$ cat src/sv/akdc_pkg.sv
package akdc_pkg;

   typedef logic [2:0] key_type;

   localparam key_type KEY_NONE   = 3'd0;
   localparam key_type KEY_RIGHT  = 3'd1;
   localparam key_type KEY_UP     = 3'd2;
   localparam key_type KEY_DOWN   = 3'd3;
   localparam key_type KEY_LEFT   = 3'd4;
   localparam key_type KEY_SELECT = 3'd5;

   localparam int KEY_COUNT = 5;
   localparam int SAMPLE_W  = 10;
   localparam int TIME_W    = 32;
   localparam int CSR_IDX_W = 3;
   localparam int CSR_DATA_W = 16;

   typedef logic [CSR_IDX_W-1:0] csr_index_type;

   localparam csr_index_type REG_DEBOUNCE_TIME     = 3'd0;
   localparam csr_index_type REG_CHORD_WINDOW      = 3'd1;
   localparam csr_index_type REG_HYSTERESIS_MARGIN = 3'd2;
   localparam csr_index_type REG_THRESHOLD_RIGHT   = 3'd3;
   localparam csr_index_type REG_THRESHOLD_UP      = 3'd4;
   localparam csr_index_type REG_THRESHOLD_DOWN    = 3'd5;
   localparam csr_index_type REG_THRESHOLD_LEFT    = 3'd6;
   localparam csr_index_type REG_THRESHOLD_SELECT  = 3'd7;

   localparam logic       ACTION_SAMPLE = 1'b0;
   localparam logic       ACTION_CHORD  = 1'b1;

   typedef struct packed {
      logic [15:0]                         debounce_time;
      logic [15:0]                         chord_window;
      logic [7:0]                          hysteresis_margin;
      logic [KEY_COUNT-1:0][SAMPLE_W-1:0]  threshold;
   } cfg_type;

endpackage

$ cat src/sv/analog_keypad_debounce_chord.sv
// Channel   Handshake                Payload
// req       req_valid / req_ready    req_action, req_sample, req_now_ms
// rsp       rsp_valid / rsp_ready    rsp_key_event, rsp_chord_found
// csr       csr_write_enable         csr_index, csr_write_data
//
// One transfer per cycle unless the result stalls; each result is registered.
// The input register and the result register each hold one item; the key and
// chord state updates as an item moves from the first into the second.
// Synchronous reset loads the register defaults and clears all key and time state.
// A stalled result holds the result register and then the input register.
module analog_keypad_debounce_chord
   import akdc_pkg::*;
(
   input  logic                  clock,
   input  logic                  reset,
   input  logic                  req_valid,
   output logic                  req_ready,
   input  logic                  req_action,
   input  logic [SAMPLE_W-1:0]   req_sample,
   input  logic [TIME_W-1:0]     req_now_ms,
   output logic                  rsp_valid,
   input  logic                  rsp_ready,
   output key_type               rsp_key_event,
   output logic                  rsp_chord_found,
   input  logic                  csr_write_enable,
   input  csr_index_type         csr_index,
   input  logic [CSR_DATA_W-1:0] csr_write_data
);

   cfg_type           cfg;
   logic              in_valid_ff;
   logic              action_ff;
   logic [SAMPLE_W-1:0] sample_ff;
   logic [TIME_W-1:0] now_ms_ff;
   logic              out_valid_ff;
   key_type           key_event_ff;
   logic              chord_found_ff;
   logic              out_take;
   logic              step;
   key_type           raw_key;
   key_type           stable_key;
   key_type           key_event_in;
   logic              chord_found_in;

   assign out_take  = !out_valid_ff || rsp_ready;
   assign step      = in_valid_ff && out_take;
   assign req_ready = !in_valid_ff || out_take;

   akdc_csr u_csr (
      .clock            (clock),
      .reset            (reset),
      .csr_write_enable (csr_write_enable),
      .csr_index        (csr_index),
      .csr_write_data   (csr_write_data),
      .cfg              (cfg)
   );

   akdc_decode u_decode (
      .cfg        (cfg),
      .sample     (sample_ff),
      .stable_key (stable_key),
      .raw_key    (raw_key)
   );

   akdc_track u_track (
      .clock       (clock),
      .reset       (reset),
      .cfg         (cfg),
      .step        (step),
      .action      (action_ff),
      .now_ms      (now_ms_ff),
      .raw_key     (raw_key),
      .stable_key  (stable_key),
      .key_event   (key_event_in),
      .chord_found (chord_found_in)
   );

   always_ff @(posedge clock) begin
      if (reset) begin
         in_valid_ff <= 1'b0;
      end else if (req_ready) begin
         in_valid_ff <= req_valid;
      end
      if (req_ready && req_valid) begin
         action_ff <= req_action;
         sample_ff <= req_sample;
         now_ms_ff <= req_now_ms;
      end
   end

   always_ff @(posedge clock) begin
      if (reset) begin
         out_valid_ff <= 1'b0;
      end else if (out_take) begin
         out_valid_ff <= in_valid_ff;
      end
      if (step) begin
         key_event_ff   <= key_event_in;
         chord_found_ff <= chord_found_in;
      end
   end

   assign rsp_valid       = out_valid_ff;
   assign rsp_key_event   = key_event_ff;
   assign rsp_chord_found = chord_found_ff;

   a_event_or_chord: assert property (@(posedge clock) disable iff (reset)
      out_valid_ff |-> !(chord_found_ff && (key_event_ff != KEY_NONE)))
      else $error("result carries both a key event and a chord");

   a_key_range: assert property (@(posedge clock) disable iff (reset)
      out_valid_ff |-> (key_event_ff <= KEY_SELECT))
      else $error("key event out of range");

   a_hold_input: assert property (@(posedge clock) disable iff (reset)
      (in_valid_ff && !out_take) |=> (in_valid_ff && $stable(now_ms_ff)))
      else $error("pending item dropped while result stalled");

   a_no_step_when_full: assert property (@(posedge clock) disable iff (reset)
      (out_valid_ff && !rsp_ready) |=> (out_valid_ff && $stable(key_event_ff)))
      else $error("stalled result overwritten");

endmodule

$ cat src/sv/akdc_csr.sv
module akdc_csr
   import akdc_pkg::*;
(
   input  logic                  clock,
   input  logic                  reset,
   input  logic                  csr_write_enable,
   input  csr_index_type         csr_index,
   input  logic [CSR_DATA_W-1:0] csr_write_data,
   output cfg_type               cfg
);

   cfg_type cfg_ff;

   always_ff @(posedge clock) begin
      if (reset) begin
         cfg_ff.debounce_time     <= 16'd60;
         cfg_ff.chord_window      <= 16'd750;
         cfg_ff.hysteresis_margin <= 8'd30;
         cfg_ff.threshold[0]      <= 10'd50;
         cfg_ff.threshold[1]      <= 10'd150;
         cfg_ff.threshold[2]      <= 10'd350;
         cfg_ff.threshold[3]      <= 10'd550;
         cfg_ff.threshold[4]      <= 10'd800;
      end else if (csr_write_enable) begin
         case (csr_index)
            REG_DEBOUNCE_TIME:     cfg_ff.debounce_time     <= csr_write_data;
            REG_CHORD_WINDOW:      cfg_ff.chord_window      <= csr_write_data;
            REG_HYSTERESIS_MARGIN: cfg_ff.hysteresis_margin <= csr_write_data[7:0];
            REG_THRESHOLD_RIGHT:   cfg_ff.threshold[0] <= csr_write_data[SAMPLE_W-1:0];
            REG_THRESHOLD_UP:      cfg_ff.threshold[1] <= csr_write_data[SAMPLE_W-1:0];
            REG_THRESHOLD_DOWN:    cfg_ff.threshold[2] <= csr_write_data[SAMPLE_W-1:0];
            REG_THRESHOLD_LEFT:    cfg_ff.threshold[3] <= csr_write_data[SAMPLE_W-1:0];
            REG_THRESHOLD_SELECT:  cfg_ff.threshold[4] <= csr_write_data[SAMPLE_W-1:0];
            default: ;
         endcase
      end
   end

   assign cfg = cfg_ff;

endmodule

$ cat src/sv/akdc_decode.sv
module akdc_decode
   import akdc_pkg::*;
(
   input  cfg_type             cfg,
   input  logic [SAMPLE_W-1:0] sample,
   input  key_type             stable_key,
   output key_type             raw_key
);

   logic [KEY_COUNT-1:0]              below;
   logic [KEY_COUNT-1:0][SAMPLE_W:0]  limit;

   always_comb begin
      for (int k = 0; k < KEY_COUNT; k++) begin
         limit[k] = {1'b0, cfg.threshold[k]}
                  + ((stable_key == key_type'(k + 1))
                     ? {{(SAMPLE_W - 7){1'b0}}, cfg.hysteresis_margin}
                     : {(SAMPLE_W + 1){1'b0}});
         below[k] = {1'b0, sample} < limit[k];
      end
   end

   always_comb begin
      raw_key = KEY_NONE;
      for (int k = KEY_COUNT - 1; k >= 0; k--) begin
         if (below[k]) begin
            raw_key = key_type'(k + 1);
         end
      end
   end

endmodule

$ cat src/sv/akdc_track.sv
module akdc_track
   import akdc_pkg::*;
(
   input  logic              clock,
   input  logic              reset,
   input  cfg_type           cfg,
   input  logic              step,
   input  logic              action,
   input  logic [TIME_W-1:0] now_ms,
   input  key_type           raw_key,
   output key_type           stable_key,
   output key_type           key_event,
   output logic              chord_found
);

   key_type           raw_key_ff;
   key_type           stable_key_ff;
   key_type           reported_key_ff;
   logic [TIME_W-1:0] change_time_ff;
   logic [TIME_W-1:0] right_press_time_ff;
   logic [TIME_W-1:0] select_press_time_ff;
   logic [TIME_W-1:0] chord_time_ff;

   logic              raw_changed;
   logic [TIME_W-1:0] since_change;
   logic              settled;
   key_type           stable_key_in;
   key_type           press_key;
   logic              both_pressed;
   logic [TIME_W-1:0] press_gap;
   logic [TIME_W-1:0] since_chord;
   logic              chord_hit;

   assign raw_changed  = raw_key != raw_key_ff;
   assign since_change = now_ms - change_time_ff;
   assign settled      = raw_changed ? (cfg.debounce_time == 16'd0)
                                     : (since_change >= {16'd0, cfg.debounce_time});
   assign stable_key_in = settled ? raw_key : stable_key_ff;
   assign press_key = ((stable_key_in != reported_key_ff) && (stable_key_in != KEY_NONE))
                      ? stable_key_in : KEY_NONE;

   assign both_pressed = (right_press_time_ff != '0) && (select_press_time_ff != '0);
   assign press_gap    = (right_press_time_ff > select_press_time_ff)
                         ? right_press_time_ff - select_press_time_ff
                         : select_press_time_ff - right_press_time_ff;
   assign since_chord  = now_ms - chord_time_ff;
   assign chord_hit    = both_pressed
                         && (press_gap <= {16'd0, cfg.chord_window})
                         && (since_chord > {16'd0, cfg.chord_window});

   always_ff @(posedge clock) begin
      if (reset) begin
         raw_key_ff           <= KEY_NONE;
         stable_key_ff        <= KEY_NONE;
         reported_key_ff      <= KEY_NONE;
         change_time_ff       <= '0;
         right_press_time_ff  <= '0;
         select_press_time_ff <= '0;
         chord_time_ff        <= '0;
      end else if (step) begin
         if (action == ACTION_SAMPLE) begin
            raw_key_ff      <= raw_key;
            stable_key_ff   <= stable_key_in;
            reported_key_ff <= stable_key_in;
            if (raw_changed) begin
               change_time_ff <= now_ms;
            end
            if (press_key == KEY_RIGHT) begin
               right_press_time_ff <= now_ms;
            end
            if (press_key == KEY_SELECT) begin
               select_press_time_ff <= now_ms;
            end
         end else if (chord_hit) begin
            chord_time_ff        <= now_ms;
            right_press_time_ff  <= '0;
            select_press_time_ff <= '0;
         end
      end
   end

   assign stable_key  = stable_key_ff;
   assign key_event   = (action == ACTION_SAMPLE) ? press_key : KEY_NONE;
   assign chord_found = (action == ACTION_CHORD) && chord_hit;

endmodule
$ cat config.mk
export PLATFORM = sky130hd
export DESIGN_NAME = analog_keypad_debounce_chord
export DESIGN_NICKNAME = d
export VERILOG_FILES = /design/src/sv/akdc_pkg.sv /design/src/sv/analog_keypad_debounce_chord.sv /design/src/sv/akdc_csr.sv /design/src/sv/akdc_decode.sv /design/src/sv/akdc_track.sv
export SDC_FILE = /design/constraint.sdc
export NUM_CORES = 1
export LEC_CHECK = 0
export ABC_AREA = 1
export BUFFER_PORTS_ARGS = -buffer_cell sky130_fd_sc_hd__buf_2
export CAP_MARGIN = 15
export CORE_MARGIN = 3
export CORE_UTILIZATION = 30
export DETAILED_ROUTE_END_ITERATION = 16
export MAX_ROUTING_LAYER = met4
export SLEW_MARGIN = 30
export SYNTH_ARGS = -nofsm -noshare
export SYNTH_HDL_FRONTEND = slang
export SYNTH_SLANG_ARGS = --single-unit
$ cat constraint.sdc
create_clock -name clock -period 6.7 [get_ports clock]
set_clock_uncertainty 0.15 [all_clocks]
set_input_delay 1.005 -clock clock [delete_from_list [all_inputs] [get_ports clock]]
set_output_delay 1.005 -clock clock [all_outputs]
set_load 0.05 [all_outputs]
# --- Word-level counts from Yosys, hierarchy flattened ---
# Index checks and enable logic that the tools add are counted.
word_totals:
  regBits: 273
  in_bits: 67
op_classes:
  add_sub_neg: 9
  order_cmp: 9
  eq_ne: 17
  muxes: 19
  bitwise: 1
  reduce_logical: 31
op_table:
  columns: ["op", "count"]
  rows:
  - ["$mux W32", 6]
  - ["$sub A32 B32 Y32", 4]
  - ["$reduce_bool A32 Y1", 2]
  - ["$add A10 B11 Y11", 5]
  - ["$lt A10 B11 Y1", 5]
  - ["$mux W8", 5]
  - ["$ge A32 B16 Y1", 1]
  - ["$gt A32 B16 Y1", 1]
  - ["$gt A32 B32 Y1", 1]
  - ["$le A32 B16 Y1", 1]
  - ["$eq A3 B3 Y1 const B", 7]
  - ["$mux W3", 7]
  - ["$reduce_and A2 Y1", 9]
  - ["$logic_not A16 Y1", 1]
  - ["$eq A3 B2 Y1 const B", 4]
  - ["$reduce_and A3 Y1", 4]
  - ["$eq A3 B1 Y1 const B", 3]
  - ["$logic_and A1 B1 Y1", 7]
  - ["$ne A3 B3 Y1", 2]
  - ["$reduce_bool A2 Y1", 2]
  - ["$logic_not A3 Y1", 1]
  - ["$reduce_bool A3 Y1", 1]
  - ["$logic_not A1 Y1", 2]
  - ["$logic_or A1 B1 Y1", 2]
  - ["other kinds (3)", 3]

# --- Logic depth before layout (Yosys ltp) ---
depth:
  word_depth: 18
  depth_mapped: 38
  mapped_depth_nobuf: 37

# --- Modules after synthesis ---
# A second synthesis with hierarchy kept.
hier_totals:
  hier_cells: 3834
  hier_area_um2: 24015.5
by_module_without_submodules:
  columns: ["module", "n_inst", "cells_each", "area_each_um2", "seq_area_each_um2"]
  rows:
  - ["akdc_track", 1, 2803, 15871.5, 2682.6]
  - ["akdc_csr", 1, 484, 3502.1, 1801.7]
  - ["akdc_decode", 1, 488, 3139.3, 0.0]
  - ["analog_keypad_debounce_chord", 1, 59, 1502.7, 1451.4]

# --- Worst setup path before layout ---
# No wires, ideal clock.
synth_path:
  kind: "register -> register"
  start: "register u_track.right_press_time_ff[0]"
  end: "register u_track.select_press_time_ff[0]"
  setup_time_ps: 115
  t_arrival_ps: 4324
  path_slack_ps: 2111
  stages_incl_launch_ff: 34
  cell_sequence: "dfxtp_1 inv_1 ha_1 inv_1 fa_1 inv_1 o21ai_2 a21o_1 nand2_1 nand2_2 nand2_2 nand2_4 nand2_4 buf_4 clkbuf_1 o21ai_0 xor2_1 inv_1 ha_1 nand2_1 nor4_1 nor3b_1 nor2_1 nor2_1 nand2_1 inv_1 nand3_1 nor2_1 nand3_1 nor2_2 nand3_2 buf_2 a21oi_1 nor2_1"
synth_between:
  elab_chain_len: 7
synth_lines:
  columns: ["item", "line_no", "source"]
  rows:
  - ["start, declared", "akdc_track.sv:20", "logic [TIME_W-1:0] right_press_time_ff;"]
  - ["start signal, assigned", "akdc_track.sv:69", "right_press_time_ff <= now_ms;"]
  - ["$sub A32 B32 Y32 (tied with other cells)", "akdc_track.sv:45", ": select_press_time_ff - right_press_time_ff;"]
  - ["$mux W32", "akdc_track.sv:44", "? right_press_time_ff - select_press_time_ff"]
  - ["$le A32 B16 Y1", "akdc_track.sv:48", "&& (press_gap <= {16'd0, cfg.chord_window})"]
  - ["$logic_and A1 B1 Y1 (*)", "akdc_track.sv:48", null]
  - ["$logic_and A1 B1 Y1 (*)", "akdc_track.sv:49", "&& (since_chord > {16'd0, cfg.chord_window});"]
  - ["$ne A2 B1 Y1 (no source line) (*)", null, null]
  - ["$reduce_and A3 Y1 (no source line) (*)", null, null]
  - ["end signal, assigned", "akdc_track.sv:72", "select_press_time_ff <= now_ms;"]
  - ["end, declared", "akdc_track.sv:21", "logic [TIME_W-1:0] select_press_time_ff;"]
# Mark *: on every way between the ends. The rest lies on a longest branch, timed or not.
# A chain may end at the register's enable or synchronous reset.

# --- Final worst setup path ---
layout_path:
  start: "register u_track.stable_key_ff[1] (netlist: u_track.stable_key[1])"
  end: "register u_track.select_press_time_ff[25]"
layout_between:
  elab_chain_len: 18
layout_lines:
  columns: ["item", "line_no", "source"]
  rows:
  - ["start, declared", "akdc_track.sv:17", "key_type stable_key_ff;"]
  - ["start signal, assigned", "akdc_track.sv:63", "stable_key_ff <= stable_key_in;"]
  - ["$eq A3 B3 Y1", "akdc_decode.sv:16", "+ ((stable_key == key_type'(k + 1))"]
  - ["$mux W8", "akdc_decode.sv:17", "? {{(SAMPLE_W - 7){1'b0}}, cfg.hysteresis_margin}"]
  - ["$add A10 B11 Y11", "akdc_decode.sv:16", null]
  - ["$lt A10 B11 Y1", "akdc_decode.sv:19", "below[k] = {1'b0, sample} < limit[k];"]
  - ["$mux W3 (5 in a row)", "akdc_decode.sv:26", "if (below[k]) begin"]
  - ["$ne A3 B3 Y1", "akdc_track.sv:34", "assign raw_changed = raw_key != raw_key_ff;"]
  - ["$mux W1", "akdc_track.sv:36", "assign settled = raw_changed ? (cfg.debounce_time == 16'd0)"]
  - ["$mux W3", "akdc_track.sv:38", "assign stable_key_in = settled ? raw_key : stable_key_ff;"]
  - ["$ne A3 B3 Y1 or $reduce_bool A3 Y1 (tied branches)", "akdc_track.sv:39", "assign press_key = ((stable_key_in != reported_key_ff) && (stable_key_in != KEY_NONE))"]
  - ["$logic_and A1 B1 Y1", "akdc_track.sv:39", null]
  - ["$mux W3 (*)", "akdc_track.sv:40", "? stable_key_in : KEY_NONE;"]
  - ["$eq A3 B3 Y1 (*)", "akdc_track.sv:71", "if (press_key == KEY_SELECT) begin"]
  - ["$reduce_bool A2 Y1 (no source line) (*)", null, null]
  - ["$reduce_and A3 Y1 (no source line) (*)", null, null]
# Marked as above.

==> impl_metrics.toml <==
[grt]
grt_antenna_before_repair = 2
overflow = 0
grt_pass1_vias = 21745
grt_max_degree = 155
grt_usage = 0.1863
grt_pass1_wl_um = 119600

[sta]
holdWs_ps = 318.2
finalCritPeriodShare = 0.8958
worst_slew_pin_slew_ps = 838.4
setup_violations = 0
hold_viol = 0
fin_crit_ps = 6002
max_slew_margin = 0.4397
slew_viol_final = 0
fmax_mhz = 166.6

[yosys]
synth_area_um2 = 23720
synth_top_family_by_area = "simple AND/OR/NAND/NOR gates"
yosys_warnings = 0
ys_ff_latch = 273
synthXorXnorAreaFrac = 0.04136
synth.net_count = 4024
synth_edf_count = 47
synth-compound-area-share = 0.1528
synth-main-ff-cell = "dfxtp_1"
synthSimpleGateAreaFrac = 0.2983
synth_fa_ha_area_frac = 0.1437
synthMuxAreaShare = 0.0004221
async_flop_share = 0
synth_seq_area_share = 0.2503
syn_area_per_cell_um2 = 6.427
syn-instance-count = 3690
ys_types = 58

[worst_setup_path]
cpMaxStageDelayCell = "nand3_4"
crit_path_end = "u_track.select_press_time_ff[25]"
path_class = "flip-flop to flip-flop"
cp_max_fo = 64
r2r_slack_ps = 700
timing.rr.start = "u_track.stable_key[1]"
rr_endpoint = "u_track.select_press_time_ff[25]"
crit_path_end_kind = "flip-flop"
cp-startpoint = "u_track.stable_key[1]"
critPathLaunchType = "flip-flop"
cp_data_arrival_time_ps = 6320
critical_path_required_ps = 7020
reg2regPathDepth = 32
path_common_cell = "nand2_1"
max_stage_delay_ps = 600

[placed_design]
io_buffer_count = 72
dp_cells = 4727
hpwl_um = 60110
gp_congestion = 0.9968

[die]
pin_count = 73
start_util = 0.3046
die_x_um = 287.2
coreArea_um2 = 77850
die_h_um = 287.2
fp.dieArea_um2 = 82460
rows = 102

[clocking]
insertion_delay_ps = 590
hold_buffers = 0
cts-buffers-inserted = 30
cts_max_level = 1
clk_pin_slew_worst_paths_ps = 70
clock_sinks = 273
cts_tree = "built"
clockRootBuffer = "clkbuf_16"
cts_buffer_depth = 3

[drt]
dr.pass1.iters = 6
via_per_inst = 4.839
wirelength_um = 76560
wl_per_cell_um = 16.00
met1_length_um = 36160
antenna_left = 0
met2_length_um = 33660
vias = 23151
top_layer_used = "met4"
first_iter_violations = 1826
dr_wl_met3_um = 3664
drc = 0

[cells_and_area]
drive_gt1_frac = 0.05450
regArea_um2 = 5936
area_growth_pct = 10.51
multi_input_area_um2 = 15110
final-instance-count-excl-fill = 4784
layout_commonest_cell = "nand2_1"
nNetsFinal = 4053
final_cell_mix = "860 x nand2_1, 565 x inv_1, 465 x nor2_1, 343 x a21oi_1, 258 x ha_1"
fill_cells = 8589

[pwr]
ir_drop_v = 0.0002065
total_leakage_power_nw = 13.60
powerDensity_nw_per_um2 = 214.8

[outcome]
outcome = "completed"

[flow_run]
maxCapViolCount = 0

[min_path]
min_path_type = "flip-flop to flip-flop"
[sequential cells by signal (all words and copies together) (netlist names), 3 cells and up]
signal                        cells
rsp_key_event                     3
u_track.select_press_time_ff     32
u_track.right_press_time_ff      32
u_track.raw_key_ff                3
u_track.stable_key                3
u_track.chord_time_ff            32
now_ms_ff                        32
u_track.change_time_ff           32
sample_ff                        10
u_csr.cfg                        90
[final cells by class]
cell class / instances / share of cell area
diodes: 1 / 0.00009548
clock buffers: 45 / 0.03595
multi-input cells: 2737 / 0.5765
repair buffers: 97 / 0.02234
flip-flops and latches: 273 / 0.2265
clock inverters: 11 / 0.005395
well taps: 1040 / 0.04965
inverters: 580 / 0.08354
[cells in the mapped netlist (all sizes together), types with 48 or more instances]
cell type    n  area share
ha         258        0.14
o21ai      230       0.049
nand2      871        0.14
buf         53       0.014
nand3      223       0.050
nand4       48       0.014
inv        574       0.091
a21oi      345       0.073
xor2        93       0.034
nor2       479       0.078
dfxtp      226        0.19
[layer usage]
layer  vias to the layer above  track usage
met4                         0      0.06772
li1                      11958            -
met1                     10463       0.2481
met2                       581       0.2970
met5                         -            -
met3                       149      0.01348
[per-stage QoR]
stage / instance area (µm²) / setup TNS (ps) / utilization / power (mW) / setup slack (ps)
6_report: 26210 / 0 / 0.3367 / 5.630 / 698.4
5_1_grt: 26210 / -13.13 / 0.3367 / 5.974 / -8.094
4_1_cts: 26200 / 0 / 0.3365 / 5.639 / 761.2
3_3_place_gp: 25110 / 0 / 0.3226 / 3.819 / 805.2
2_1_floorplan: 23720 / 0 / - / 3.269 / 2111
3_5_place_dp: 25120 / 0 / 0.3226 / 3.813 / 819.9
[worst max-delay path: cells and delay by family (launching register included)]
kind                       cells  cell delay (ps)
and+or+nand+nor               22             2900
DFF                            1              420
xor gates and xnor gates       1              180
buffers and inverters          2              160
adders and majority gates      3              970
AOI/OAI and AO/OA              4             1030
[worst min-delay path by stage]
stage	startpoint	endpoint	slack (ps)	depth (start not counted)
2_1_floorplan	u_csr.cfg[12]	u_csr.cfg[12]	290	2
3_3_place_gp	u_csr.cfg[4]	u_csr.cfg[4]	300	2
3_5_place_dp	u_csr.cfg[4]	u_csr.cfg[4]	300	2
4_1_cts	u_csr.cfg[4]	u_csr.cfg[4]	320	2
5_1_grt	u_csr.cfg[17]	u_csr.cfg[17]	350	2
6_report	u_csr.cfg[45]	u_csr.cfg[45]	320	2
[power breakdown]
group	switching, mW	total [mW]	internal [mW]
sequential	0.0556	1.78	1.73
combinational	1.38	2.04	0.657
clock	0.751	1.81	1.06
[timing repair]
action | in CTS | in global routing
buffers inserted | 0 | 0
endpoints found under the setup margin | 0 | 1
gates resized for setup | 0 | 1
[cell families after synthesis]
family | count (synthesis)
multiplexers | 1
adder cells (fa/ha/maj) | 267
XOR/XNOR | 112
buffers and inverters | 680
AO/OA/AOI/OAI | 672
AND/OR/NAND/NOR | 1685
flip-flops | 273
Note: power is estimated with default switching activity, not from simulation.
